==> config.mk <==
export PLATFORM = sky130hd
export DESIGN_NAME = xmodem_checksum_receiver_unit
export DESIGN_NICKNAME = d
export VERILOG_FILES = /design/src/sv/xcr_pkg.sv /design/src/sv/xmodem_checksum_receiver_unit.sv /design/src/sv/xcr_fsm.sv /design/src/sv/xcr_rsp_seq.sv
export VERILOG_INCLUDE_DIRS = /design/src /design/src/sv
export SDC_FILE = /design/constraint.sdc
export NUM_CORES = 1
export LEC_CHECK = 0
export ABC_AREA = 1
export BUFFER_PORTS_ARGS = -buffer_cell sky130_fd_sc_hd__buf_2
export CAP_MARGIN = 10
export CORE_UTILIZATION = 35
export CTS_CLUSTER_SIZE = 28
export DETAILED_ROUTE_END_ITERATION = 10
export GPL_TIMING_DRIVEN = 0
export PLACE_DENSITY = 0.56
export SLEW_MARGIN = 20
export SYNTH_ARGS = -nofsm -noshare
export SYNTH_HDL_FRONTEND = slang
export SYNTH_SLANG_ARGS = --single-unit
==> constraint.sdc <==
create_clock -name clock -period 5.64 [get_ports clock]
set_input_delay 0.846 -clock clock [delete_from_list [all_inputs] [get_ports clock]]
set_output_delay 0.846 -clock clock [all_outputs]
set_load 0.1 [all_outputs]
==> src/sv/assert_macros.svh <==
// ----------------------------------------------------------------------------
// assertion macros
// shared concurrent assertion forms, clocked on clock, off during reset
// ----------------------------------------------------------------------------
`ifndef ASSERT_MACROS_SVH
`define ASSERT_MACROS_SVH

// condition holds at every edge
`define XCR_ASSERT_ALWAYS(lbl, cond, msg) \
   lbl: assert property (@(posedge clock) disable iff (reset) (cond)) else $error(msg);

// antecedent implies consequent in the same cycle
`define XCR_ASSERT_IMPLY(lbl, ante, cons, msg) \
   lbl: assert property (@(posedge clock) disable iff (reset) (ante) |-> (cons)) else $error(msg);

// antecedent implies consequent in the next cycle
`define XCR_ASSERT_NEXT(lbl, ante, cons, msg) \
   lbl: assert property (@(posedge clock) disable iff (reset) (ante) |=> (cons)) else $error(msg);

`endif

==> src/sv/xcr_pkg.sv <==
// ----------------------------------------------------------------------------
// xcr_pkg
// shared constants and types of the xmodem checksum receiver
// ----------------------------------------------------------------------------
package xcr_pkg;

   localparam int BLOCK_BYTES = 128;
   localparam int OFFSET_W    = 24;

   // control characters
   localparam logic [7:0] CH_SOH = 8'h01;
   localparam logic [7:0] CH_EOT = 8'h04;
   localparam logic [7:0] CH_ACK = 8'h06;
   localparam logic [7:0] CH_NAK = 8'h15;
   localparam logic [7:0] CH_CAN = 8'h18;

   // result kinds
   localparam logic [1:0] KIND_CTRL   = 2'd0;
   localparam logic [1:0] KIND_WRITE  = 2'd1;
   localparam logic [1:0] KIND_FINISH = 2'd2;

   // finish status
   localparam logic [1:0] FIN_COMPLETE  = 2'd0;
   localparam logic [1:0] FIN_TIMEOUT   = 2'd1;
   localparam logic [1:0] FIN_CANCELLED = 2'd2;

   // configuration register indexes
   localparam logic [1:0] REG_HEADER_TIMEOUT = 2'd0;
   localparam logic [1:0] REG_BYTE_TIMEOUT   = 2'd1;
   localparam logic [1:0] REG_RETRY_LIMIT    = 2'd2;

   typedef struct packed {
      logic [1:0]          kind;
      logic [7:0]          value;
      logic [OFFSET_W-1:0] offset;
      logic [OFFSET_W-1:0] length;
      logic [1:0]          status;
   } rsp_item_type;

   typedef struct packed {
      logic [1:0]         count;
      rsp_item_type [2:0] item;
   } rsp_bundle_type;

   typedef struct packed {
      logic        valid;
      logic [1:0]  index;
      logic [15:0] data;
   } csr_write_type;

endpackage

==> src/sv/xmodem_checksum_receiver_unit.sv <==
// ----------------------------------------------------------------------------
// xmodem_checksum_receiver_unit
// xmodem checksum receiver: start, byte and tick words in, control bytes,
// memory writes and session end out
// ----------------------------------------------------------------------------
// channel   dir   handshake               payload
// req       in    req_tvalid/req_tready   tuser cmd, tdata rx_byte
// rsp       out   rsp_tvalid/rsp_tready   tuser out_kind, tdata fields, tlast
// csr       in    csr_valid/csr_ready     csr_index, csr_data
//
// one input word per cycle while the result side is ready; a word passes an input
// register and the state logic, then 0 to 3 result words leave the result register,
// one a cycle while rsp_tready is high; the input side waits until the last is taken
// synchronous reset clears session state and loads the default timeouts
// rsp stalls back up into req through the result register and input register
// ----------------------------------------------------------------------------
module xmodem_checksum_receiver_unit (
   input  logic        clock,
   input  logic        reset,
   input  logic        req_tvalid,
   output logic        req_tready,
   input  logic [7:0]  req_tdata,   // [7:0] rx_byte
   input  logic [1:0]  req_tuser,   // [1:0] cmd
   output logic        rsp_tvalid,
   input  logic        rsp_tready,
   output logic [63:0] rsp_tdata,   // [7:0] byte_value, [31:8] write_offset,
                                    // [55:32] total_length, [57:56] finish_status
   output logic [1:0]  rsp_tuser,   // [1:0] out_kind
   output logic        rsp_tlast,
   input  logic        csr_valid,
   output logic        csr_ready,
   input  logic [1:0]  csr_index,
   input  logic [15:0] csr_data
);
   import xcr_pkg::*;

   csr_write_type  csr_wr;
   rsp_bundle_type bundle;
   logic           bundle_valid;
   logic           bundle_ready;
   rsp_item_type   item;

   assign csr_ready    = 1'b1;
   assign csr_wr.valid = csr_valid;
   assign csr_wr.index = csr_index;
   assign csr_wr.data  = csr_data;

   xcr_fsm u_fsm (
      .clock        (clock),
      .reset        (reset),
      .csr_wr       (csr_wr),
      .in_valid     (req_tvalid),
      .in_ready     (req_tready),
      .in_cmd       (req_tuser),
      .in_byte      (req_tdata),
      .bundle_valid (bundle_valid),
      .bundle_ready (bundle_ready),
      .bundle       (bundle)
   );

   xcr_rsp_seq u_rsp_seq (
      .clock        (clock),
      .reset        (reset),
      .bundle_valid (bundle_valid),
      .bundle_ready (bundle_ready),
      .bundle       (bundle),
      .out_valid    (rsp_tvalid),
      .out_ready    (rsp_tready),
      .out_item     (item),
      .out_last     (rsp_tlast)
   );

   assign rsp_tuser = item.kind;
   assign rsp_tdata = {6'd0, item.status, item.length, item.offset, item.value};

endmodule

==> src/sv/xcr_fsm.sv <==
// ----------------------------------------------------------------------------
// xcr_fsm
// input register, protocol state and per-word result set generation
// ----------------------------------------------------------------------------
`include "assert_macros.svh"

module xcr_fsm (
   input  logic                    clock,
   input  logic                    reset,
   input  xcr_pkg::csr_write_type  csr_wr,
   input  logic                    in_valid,
   output logic                    in_ready,
   input  logic [1:0]              in_cmd,
   input  logic [7:0]              in_byte,
   output logic                    bundle_valid,
   input  logic                    bundle_ready,
   output xcr_pkg::rsp_bundle_type bundle
);
   import xcr_pkg::*;

   localparam logic [1:0] CMD_START = 2'd0;
   localparam logic [1:0] CMD_BYTE  = 2'd1;
   localparam logic [1:0] CMD_TICK  = 2'd2;

   typedef enum logic [2:0] {
      PH_IDLE, PH_HEADER, PH_BLKNUM, PH_BLKCOMP, PH_DATA, PH_CSUM
   } phase_type;

   function automatic rsp_item_type ctl_item(input logic [7:0] ch);
      rsp_item_type it;
      it       = '0;
      it.kind  = KIND_CTRL;
      it.value = ch;
      return it;
   endfunction

   function automatic rsp_item_type fin_item(input logic [OFFSET_W-1:0] len,
                                             input logic [1:0] st);
      rsp_item_type it;
      it        = '0;
      it.kind   = KIND_FINISH;
      it.length = len;
      it.status = st;
      return it;
   endfunction

   logic [15:0]         hdr_to_ff, byte_to_ff;
   logic [7:0]          retry_limit_ff;
   logic                in_valid_ff;
   logic [1:0]          in_cmd_ff;
   logic [7:0]          in_byte_ff;

   phase_type           phase_ff, phase_in;
   logic [7:0]          expected_ff, expected_in;
   logic [7:0]          retry_ff, retry_in;
   logic [OFFSET_W-1:0] length_ff, length_in;
   logic [7:0]          index_ff, index_in;
   logic [7:0]          sum_ff, sum_in;
   logic [7:0]          got_num_ff, got_num_in;
   logic                hdr_bad_ff, hdr_bad_in;
   logic [15:0]         wait_ff, wait_in;

   logic                fire;
   logic [15:0]         wait_sat;
   logic [7:0]          retry_bump;
   logic [7:0]          index_inc;
   rsp_bundle_type      res;

   assign fire         = in_valid_ff && bundle_ready;
   assign in_ready     = !in_valid_ff || bundle_ready;
   assign bundle_valid = fire && (res.count != 2'd0);
   assign bundle       = res;

   assign wait_sat   = (wait_ff == 16'hFFFF) ? wait_ff : wait_ff + 16'd1;
   assign retry_bump = (retry_ff == 8'hFF) ? retry_ff : retry_ff + 8'd1;
   assign index_inc  = index_ff + 8'd1;

   always_comb begin
      phase_in    = phase_ff;
      expected_in = expected_ff;
      retry_in    = retry_ff;
      length_in   = length_ff;
      index_in    = index_ff;
      sum_in      = sum_ff;
      got_num_in  = got_num_ff;
      hdr_bad_in  = hdr_bad_ff;
      wait_in     = wait_ff;
      res         = '0;
      if (in_cmd_ff == CMD_START) begin
         expected_in = 8'd1;
         retry_in    = '0;
         length_in   = '0;
         index_in    = '0;
         sum_in      = '0;
         got_num_in  = '0;
         hdr_bad_in  = 1'b0;
         phase_in    = PH_HEADER;
         wait_in     = '0;
         res.item[0] = ctl_item(CH_NAK);
         res.count   = 2'd1;
      end else if (in_cmd_ff == CMD_TICK && phase_ff != PH_IDLE) begin
         wait_in = wait_sat;
         if (phase_ff == PH_HEADER) begin
            if (wait_sat >= hdr_to_ff) begin
               wait_in  = '0;
               retry_in = retry_bump;
               if (retry_bump > retry_limit_ff) begin
                  res.item[0] = ctl_item(CH_CAN);
                  res.item[1] = ctl_item(CH_CAN);
                  res.item[2] = fin_item('0, FIN_TIMEOUT);
                  res.count   = 2'd3;
                  phase_in    = PH_IDLE;
               end else begin
                  res.item[0] = ctl_item(CH_NAK);
                  res.count   = 2'd1;
               end
            end
         end else if (wait_sat >= byte_to_ff) begin
            res.item[0] = ctl_item(CH_NAK);
            res.count   = 2'd1;
            phase_in    = PH_HEADER;
            wait_in     = '0;
         end
      end else if (in_cmd_ff == CMD_BYTE && phase_ff != PH_IDLE) begin
         wait_in = '0;
         case (phase_ff)
            PH_HEADER: begin
               if (in_byte_ff == CH_EOT) begin
                  res.item[0] = ctl_item(CH_ACK);
                  res.item[1] = fin_item(length_ff, FIN_COMPLETE);
                  res.count   = 2'd2;
                  phase_in    = PH_IDLE;
               end else if (in_byte_ff == CH_CAN) begin
                  res.item[0] = fin_item('0, FIN_CANCELLED);
                  res.count   = 2'd1;
                  phase_in    = PH_IDLE;
               end else if (in_byte_ff == CH_SOH) begin
                  hdr_bad_in = 1'b0;
                  sum_in     = '0;
                  index_in   = '0;
                  phase_in   = PH_BLKNUM;
               end
            end
            PH_BLKNUM: begin
               got_num_in = in_byte_ff;
               phase_in   = PH_BLKCOMP;
            end
            PH_BLKCOMP: begin
               hdr_bad_in = (got_num_ff != expected_ff) || (in_byte_ff != ~expected_ff);
               phase_in   = PH_DATA;
            end
            PH_DATA: begin
               res.item[0].kind   = KIND_WRITE;
               res.item[0].value  = in_byte_ff;
               res.item[0].offset = length_ff + {{(OFFSET_W-8){1'b0}}, index_ff};
               res.count          = 2'd1;
               sum_in             = sum_ff + in_byte_ff;
               index_in           = index_inc;
               if (index_inc >= 8'(BLOCK_BYTES)) begin
                  phase_in = PH_CSUM;
               end
            end
            PH_CSUM: begin
               if (hdr_bad_ff || in_byte_ff != sum_ff) begin
                  retry_in    = retry_bump;
                  res.item[0] = ctl_item(CH_NAK);
               end else begin
                  retry_in    = '0;
                  length_in   = length_ff + OFFSET_W'(BLOCK_BYTES);
                  expected_in = expected_ff + 8'd1;
                  res.item[0] = ctl_item(CH_ACK);
               end
               res.count = 2'd1;
               phase_in  = PH_HEADER;
            end
            default: begin
               phase_in = PH_IDLE;
            end
         endcase
      end
   end

   always_ff @(posedge clock) begin
      if (reset) begin
         hdr_to_ff      <= 16'd3000;
         byte_to_ff     <= 16'd1000;
         retry_limit_ff <= 8'd20;
         in_valid_ff    <= 1'b0;
         phase_ff       <= PH_IDLE;
         expected_ff    <= 8'd1;
         retry_ff       <= '0;
         length_ff      <= '0;
         index_ff       <= '0;
         sum_ff         <= '0;
         got_num_ff     <= '0;
         hdr_bad_ff     <= 1'b0;
         wait_ff        <= '0;
      end else begin
         if (csr_wr.valid) begin
            case (csr_wr.index)
               REG_HEADER_TIMEOUT: hdr_to_ff      <= csr_wr.data;
               REG_BYTE_TIMEOUT:   byte_to_ff     <= csr_wr.data;
               REG_RETRY_LIMIT:    retry_limit_ff <= csr_wr.data[7:0];
               default: ;
            endcase
         end
         if (in_ready) begin
            in_valid_ff <= in_valid;
         end
         if (fire) begin
            phase_ff    <= phase_in;
            expected_ff <= expected_in;
            retry_ff    <= retry_in;
            length_ff   <= length_in;
            index_ff    <= index_in;
            sum_ff      <= sum_in;
            got_num_ff  <= got_num_in;
            hdr_bad_ff  <= hdr_bad_in;
            wait_ff     <= wait_in;
         end
      end
   end

   always_ff @(posedge clock) begin
      if (in_ready) begin
         in_cmd_ff  <= in_cmd;
         in_byte_ff <= in_byte;
      end
   end

   `XCR_ASSERT_ALWAYS(a_index_range, index_ff <= 8'(BLOCK_BYTES), "data index past block size")
   `XCR_ASSERT_IMPLY(a_data_index, phase_ff == PH_DATA, index_ff < 8'(BLOCK_BYTES), "data phase with full block")
   `XCR_ASSERT_NEXT(a_fin_idle, fire && res.count == 2'd3, phase_ff == PH_IDLE, "timeout finish left session open")

endmodule

==> src/sv/xcr_rsp_seq.sv <==
// ----------------------------------------------------------------------------
// xcr_rsp_seq
// result register holding one result set, sent out one word at a time
// ----------------------------------------------------------------------------
`include "assert_macros.svh"

module xcr_rsp_seq (
   input  logic                    clock,
   input  logic                    reset,
   input  logic                    bundle_valid,
   output logic                    bundle_ready,
   input  xcr_pkg::rsp_bundle_type bundle,
   output logic                    out_valid,
   input  logic                    out_ready,
   output xcr_pkg::rsp_item_type   out_item,
   output logic                    out_last
);
   import xcr_pkg::*;

   rsp_bundle_type bundle_ff;
   logic           valid_ff;
   logic [1:0]     idx_ff;
   logic           taken;

   assign out_valid    = valid_ff;
   assign out_last     = (idx_ff == bundle_ff.count - 2'd1);
   assign taken        = valid_ff && out_ready;
   assign bundle_ready = !valid_ff || (out_ready && out_last);

   always_comb begin
      case (idx_ff)
         2'd0:    out_item = bundle_ff.item[0];
         2'd1:    out_item = bundle_ff.item[1];
         2'd2:    out_item = bundle_ff.item[2];
         default: out_item = '0;
      endcase
   end

   always_ff @(posedge clock) begin
      if (reset) begin
         valid_ff <= 1'b0;
         idx_ff   <= '0;
      end else if (bundle_ready && bundle_valid) begin
         valid_ff <= 1'b1;
         idx_ff   <= '0;
      end else if (taken && out_last) begin
         valid_ff <= 1'b0;
         idx_ff   <= '0;
      end else if (taken) begin
         idx_ff <= idx_ff + 2'd1;
      end
   end

   always_ff @(posedge clock) begin
      if (bundle_ready && bundle_valid) begin
         bundle_ff <= bundle;
      end
   end

   `XCR_ASSERT_IMPLY(a_idx_in_set, valid_ff, idx_ff < bundle_ff.count, "word index past result count")
   `XCR_ASSERT_NEXT(a_hold_set, valid_ff && !out_ready, valid_ff && $stable(idx_ff), "stalled result set moved")

endmodule

---- Word level (Yosys, flattened, before mapping) ----
Cells that the tools add are included.
word-level totals
  bits in read-only memories .............. 0
  memory bits (writable) .................. 0
  flip-flop bits (word level) ............. 320
  memories kept ........................... 0
  latch bits .............................. 0
  word-level logic and storage cells ...... 208
cells by class
  shifts and indexed selects .............. 0
  order comparisons ....................... 4
  $add $sub $neg .......................... 9
  div/mod/pow operators ................... 0
  $mul .................................... 0
  mux-type cells .......................... 86
  equal/unequal tests ..................... 32
  reduce and logical (&&, ||, !) cells .... 40
  bitwise operators ....................... 4
operators by type and width
  cell                                                    count
  2-to-1 mux 120 bit                                      3
  2-to-1 mux 60 bit                                       6
  2-to-1 mux 8 bit                                        26
  2-to-1 mux 182 bit                                      1
  one-hot mux 60 bit (3 select lines)                     1
  2-to-1 mux 24 bit                                       5
  2-to-1 mux 16 bit                                       7
  2-to-1 mux 55 bit                                       2
  one-hot mux 34 bit (3 select lines)                     1
  2-to-1 mux 54 bit                                       1
  one-hot mux 26 bit (2 select lines)                     1
  2-to-1 mux 3 bit                                        11
  greater-or-equal comparator 16 bit                      2
  one-hot mux 8 bit (2 select lines)                      2
  adder 24 x 8 -> 24 bit                                  1
  adder 24 x 8 -> 24 bit (second input constant)          1
  adder 8 x 1 -> 8 bit (second input constant)            3
  inequality test 8 bit                                   3
  AND reduction 7 bit                                     3
  adder 16 x 1 -> 16 bit (second input constant)          1
  == test 16 bit (second input constant)                  1
  inequality test 3 x 2 -> 1 bit (second input constant)  5
  one-hot mux 3 bit (5 select lines)                      1
  nonzero test 3 bit                                      5
  other kinds (36)                                        82

---- Longest topological paths before layout ----
  depth in word-level cells ............... 12
  gate-level depth with buffers ........... 24
  gate-level depth less buffers ........... 24

---- By module ----
Synthesis repeated with hierarchy kept, for this count alone.
unflattened totals
  cells, all modules ...................... 1925
  area total of the unflattened synthesis .. 16407.0 um^2
modules (own cells, without submodules)
  module                         times used  area each (um^2)  cells an instance
  xcr_fsm                        1           9058.7            1309
  xcr_rsp_seq                    1           7288.2            607
  xmodem_checksum_receiver_unit  1           60.1              9

---- Least setup slack after synthesis ----
No wires, ideal clock.
  path kind ............................... reg2reg
  start point ............................. reg u_fsm.wait_ff[0]
  end point ............................... reg u_rsp_seq.bundle_ff[113] (netlist bit), enable pin
  path buffers ............................ 1
  setup slack ............................. 1.489 ns
  arrival ................................. 3.740 ns
  cell stages (with the launch flop) ...... 24
  clock period less this slack ............ 4.151 ns
  setup time .............................. 0.411 ns
  path through ............................ dfxtp_1 ha_1 nand2_1 nor3_1 inv_1 nor2_1 inv_1 clkbuf_1 o21ai_0 ha_1 nand2_1 inv_1 nand2_1 nand3_1 nand2_1 nand2_1 nand2_1 nand2_1 nand2_1 nand2_1 nand2_1 nand3_1 nand2_1 inv_1
on the way
  cells in the longest elaborated chain, start to end .. 10
RTL lines
  element                                                          RTL line                        source
  start: declaration                                               xcr_fsm.sv:61                   logic [15:0] wait_ff, wait_in;
  start signal: assignment                                         xcr_fsm.sv:219                  wait_ff <= wait_in;
  adder 16 x 1 -> 16 bit / == test 16 bit (equally long branches)  xcr_fsm.sv:74                   assign wait_sat = (wait_ff == 16'hFFFF) ? wait_ff : wait_ff + 16'd1;
  2-to-1 mux 16 bit (*)                                            xcr_fsm.sv:74
  greater-or-equal comparator 16 bit, on equally long branches     xcr_fsm.sv:118, xcr_fsm.sv:104
  2-to-1 mux 1 bit / 2-to-1 mux 182 bit (equally long branches)    xcr_fsm.sv:118, xcr_fsm.sv:104
  2-to-1 mux 2 bit (*)                                             xcr_fsm.sv:103                  if (phase_ff == PH_HEADER) begin
  2-to-1 mux 2 bit (*)                                             xcr_fsm.sv:101                  end else if (in_cmd_ff == CMD_TICK && phase_ff != PH_IDLE) begin
  2-to-1 mux 2 bit (*)                                             xcr_fsm.sv:89                   if (in_cmd_ff == CMD_START) begin
  nonzero test 2 bit (*)                                           xcr_fsm.sv:71                   assign bundle_valid = fire && (res.count != 2'd0);
  logical AND 1 bit (*)                                            xcr_fsm.sv:71
  logical AND 1 bit (*)                                            xcr_rsp_seq.sv:55               if (bundle_ready && bundle_valid) begin
  end signal: assignment                                           xcr_rsp_seq.sv:56               bundle_ff <= bundle;
  end: declaration                                                 xcr_rsp_seq.sv:20               rsp_bundle_type bundle_ff;
Mark *: on every way between the ends. The rest lies on a longest branch, timed or not.
A chain may end at the register's enable or synchronous reset.

==> flow_metrics.tcl <==
set metrics [dict create \
    clkLatencyLatePin_ps 450 \
    wire_length_per_cell_after_detailed_routing_microns 13.8 \
    pin_count 103 \
    n_fill_cell 3129 \
    pwr_cell_area_mw_per_mm2 245 \
    postCtsSetupBuffers 0 \
    setup-violations-final 0 \
    gpl.final_weighted_congestion 0.914 \
    cts.repair.resized 0 \
    post_synthesis_simple_gate_area_fraction 0.255 \
    timing.clock.skew_ps 15.2 \
    timing.final.crit_share 0.798 \
    vias 9226 \
    post-place-cells 1913 \
    timing.critical_path.cells "ha_1, nand2_1, nor3_1, inv_1, nor2_1, inv_1, clkbuf_1, o21ai_0, ha_1, nand2_1, inv_1, o21bai_1, a21oi_1, nor2_1, nand2_1, nand3_1, nand2_1, inv_1, nand3_1, nand2_1, inv_4" \
    globalRouteOverflowTotal 0 \
    dpl-instance-area_sq_mm 0.0115 \
    slew-limit-headroom 0.453 \
    clk_pin_slew_worst_paths_ps 90 \
    ant_nets 0 \
    avgViaCountPerCell 4.74 \
    synthesis.yosys.warnings 0 \
    hpwlAfterDp_microns 20400 \
    nets 1633 \
    post-route-cell-area_sq_mm 0.0121 \
    worst_pin_slew_ps 820 \
    numPortBuffers 88 \
    synth_top_family_by_area "simple AND/OR/NAND/NOR gates" \
    std_cell_rows 63 \
    grt_pass1_wl_microns 43600 \
    worst_hold_slack_ps 469 \
    worst_ep_required_time_ps 5720 \
    max_cap_viols 0 \
    worstSetupPathType "flop to flop" \
    layout-area-overhead-vs-synth_pct 14.8 \
    drt_wl_total_microns 26900 \
    synth.area.mux_share 0 \
    critical_path_launch_point_type "flop" \
    worstPathArrival_ps 4580 \
    synth_enable_flop_cells 67 \
    synth_top_cells_by_count "nand2_1, inv_1, nor2_1" \
    track_usage 0.178 \
    vias_in_the_first_global_route 8370 \
    coreArea_sq_mm 0.0296 \
    fp.dieW_microns 175 \
    layout_min_cycle_time_ps 4500 \
    die_area_sq_mm 0.0307 \
    asyncSetResetFlopFracSynth 0 \
    post_route_cells_drive_above_1_share 0.113 \
    mean_area_per_synthesized_cell_sq_um 7.39 \
    ys_seq_area_frac 0.422 \
    grt_max_degree 58 \
    antenna_found_initial 0 \
    cts_tree "built" \
    vdd.ir_drop.worst_mv 0.173 \
    timing.critical_path.to_type "flop" \
    number_of_antenna_repair_diodes 0 \
    syn_area_sq_mm 0.0105 \
    dieHeight_microns 175 \
    synth_most_common_cell "nand2_1" \
    leading_post_synthesis_cells_by_cell_area "dfxtp_1, edfxtp_1, nand2_1" \
    post_synth_inst_count 1423 \
    synth_largest_type_area_fraction 0.230 \
    cts-root-buf "clkbuf_16" \
    outcome "finished clean" \
    timing_hold_violations_final 0 \
    timing.critical_path.fanout_max 57 \
    timing.critical_path.mode_cell "nand2_1" \
    synth.ff_latch_count 188 \
    cts.sinks 188 \
    crit_path_top_delay_cell "inv_4" \
    fin_tns_setup_ps 0 \
    cts_hold_repair.buffers 0 \
    layout.cells.non_filler 1945 \
    synth_largest_area_cell "dfxtp_1" \
    synth_fa_ha_area_frac 0.0697 \
    yosys.area_share.xor_xnor 0.0258 \
    finalMaxSlewViolations 0 \
    synth.lib_cells_used.distinct 47 \
    first_pass_iters 8 \
    clock_path_buffers 2 \
    cp_slowest_stage_delay_ps 540 \
    ys.flop_type "dfxtp_1" \
    h-tree-depth 4 \
    drt_first_iter_violations 585 \
    kind_of_path_behind_the_tightest_hold_check "flop to flop" \
    initial_core_utilization 0.355 \
    cts_made_buffers 17 \
    synth_compound_gate_area_share 0.126 \
    power.static_leakage_uw 0.00521 \
    fmaxAchievable_mhz 222 \
    grt_setup_unrepaired "no" \
    drc_errors 0 \
]
## cells by family after synthesis
family / count (synthesis)
buf+inv: 260
other cells: 2
compound gates: 246
fa+ha+maj: 58
simple gates: 638
xor+xnor: 31
flops: 188
## worst max-delay path, delay by kind of cell (launching register included)
kind / cells / cell delay (ps)
AND/OR/NAND/NOR: 10 / 1500
buffers and inverters: 6 / 1160
AO/OA/AOI/OAI: 3 / 530
adder cells (fa/ha/maj): 2 / 480
flip-flops: 1 / 430
## state kept, by name, summed over array words and instances, names as in the netlist
signal,count
u_rsp_seq.out_valid,1
u_rsp_seq.bundle_ff,57
u_fsm.index_ff,8
u_fsm.retry_ff,8
u_fsm.hdr_to_ff,16
u_fsm.byte_to_ff,16
u_fsm.wait_ff,16
u_fsm.expected_ff,8
u_fsm.hdr_bad_ff,1
u_fsm.in_cmd_ff,2
u_fsm.in_byte_ff,8
u_fsm.phase_ff,3
u_fsm.sum_ff,8
u_fsm.length_ff,17
u_fsm.got_num_ff,8
u_rsp_seq.idx_ff,2
u_fsm.retry_limit_ff,8
u_fsm.in_valid_ff,1
## routing by layer
layer | track usage | wire length [microns] | vias up | part of all wire
met2 | 0.284 | 12000 | 233 | 0.44
li1 | - | - | 4848 | -
met1 | 0.251 | 13500 | 4117 | 0.50
met5 | 0 | 0 | - | 0
met4 | 0.0457 | 362 | 0 | 0.013
met3 | 0.0277 | 1120 | 28 | 0.042
## per-stage QoR
| stage | setup WS [ps] | utilization | total power (uW) |
|---|---|---|---|
| 2_1_floorplan | 1490 | - | 1700 |
| 3_3_place_gp | 147 | 0.388 | 1770 |
| 3_5_place_dp | 1150 | 0.388 | 1780 |
| 4_1_cts | 1130 | 0.408 | 2990 |
| 5_1_grt | 636 | 0.408 | 3070 |
| 6_report | 1140 | 0.408 | 2960 |
## final cells by class
class                   instances  area (sq um)  area share
inverters                     200           753      0.0624
multi-input cells             987          5070       0.420
clock inverters                15           160      0.0133
plain buffers                  60           310      0.0257
clock buffers                  17           425      0.0352
flip-flops and latches        188          4430       0.367
well taps                     390           488      0.0404
repair buffers                 88           440      0.0365
## power breakdown
group / internal, uW / switching, uW / total (uW)
clock network: 595 / 619 / 1210
registers: 1430 / 18.9 / 1440
logic: 70.9 / 232 / 303
## worst paths after layout
kind / startpoint / endpoint / slack, ps / depth (start not counted)
max: u_fsm.wait_ff[0]$_SDFFE_PP0P_ / u_rsp_seq.bundle_ff[56]$_SDFFCE_PP0P_ / 1140 / 21
max reg2reg: u_fsm.wait_ff[0]$_SDFFE_PP0P_ / u_rsp_seq.bundle_ff[56]$_SDFFCE_PP0P_ / 1140 / 21
min reg2reg: u_fsm.byte_to_ff[12]$_SDFFE_PP0P_ / u_fsm.byte_to_ff[12]$_SDFFE_PP0P_ / 470 / 2
min: u_fsm.byte_to_ff[12]$_SDFFE_PP0P_ / u_fsm.byte_to_ff[12]$_SDFFE_PP0P_ / 470 / 2
## cell usage in the layout (no fill, tap or decap), drive strengths merged, types with 2 or more instances in the layout
cell type	count
a211oi	2
a21oi	131
a22oi	2
a31oi	5
buf	115
clkbuf	50
clkinv	5
conb	14
dfxtp	121
edfxtp	67
ha	57
inv	209
nand2	326
nand3	54
nand4	24
nor2	184
nor3	33
nor4	10
o211ai	16
o21a	3
o21ai	78
or2	6
xnor2	9
xor2	22
Power figures use the tool's default switching activity.
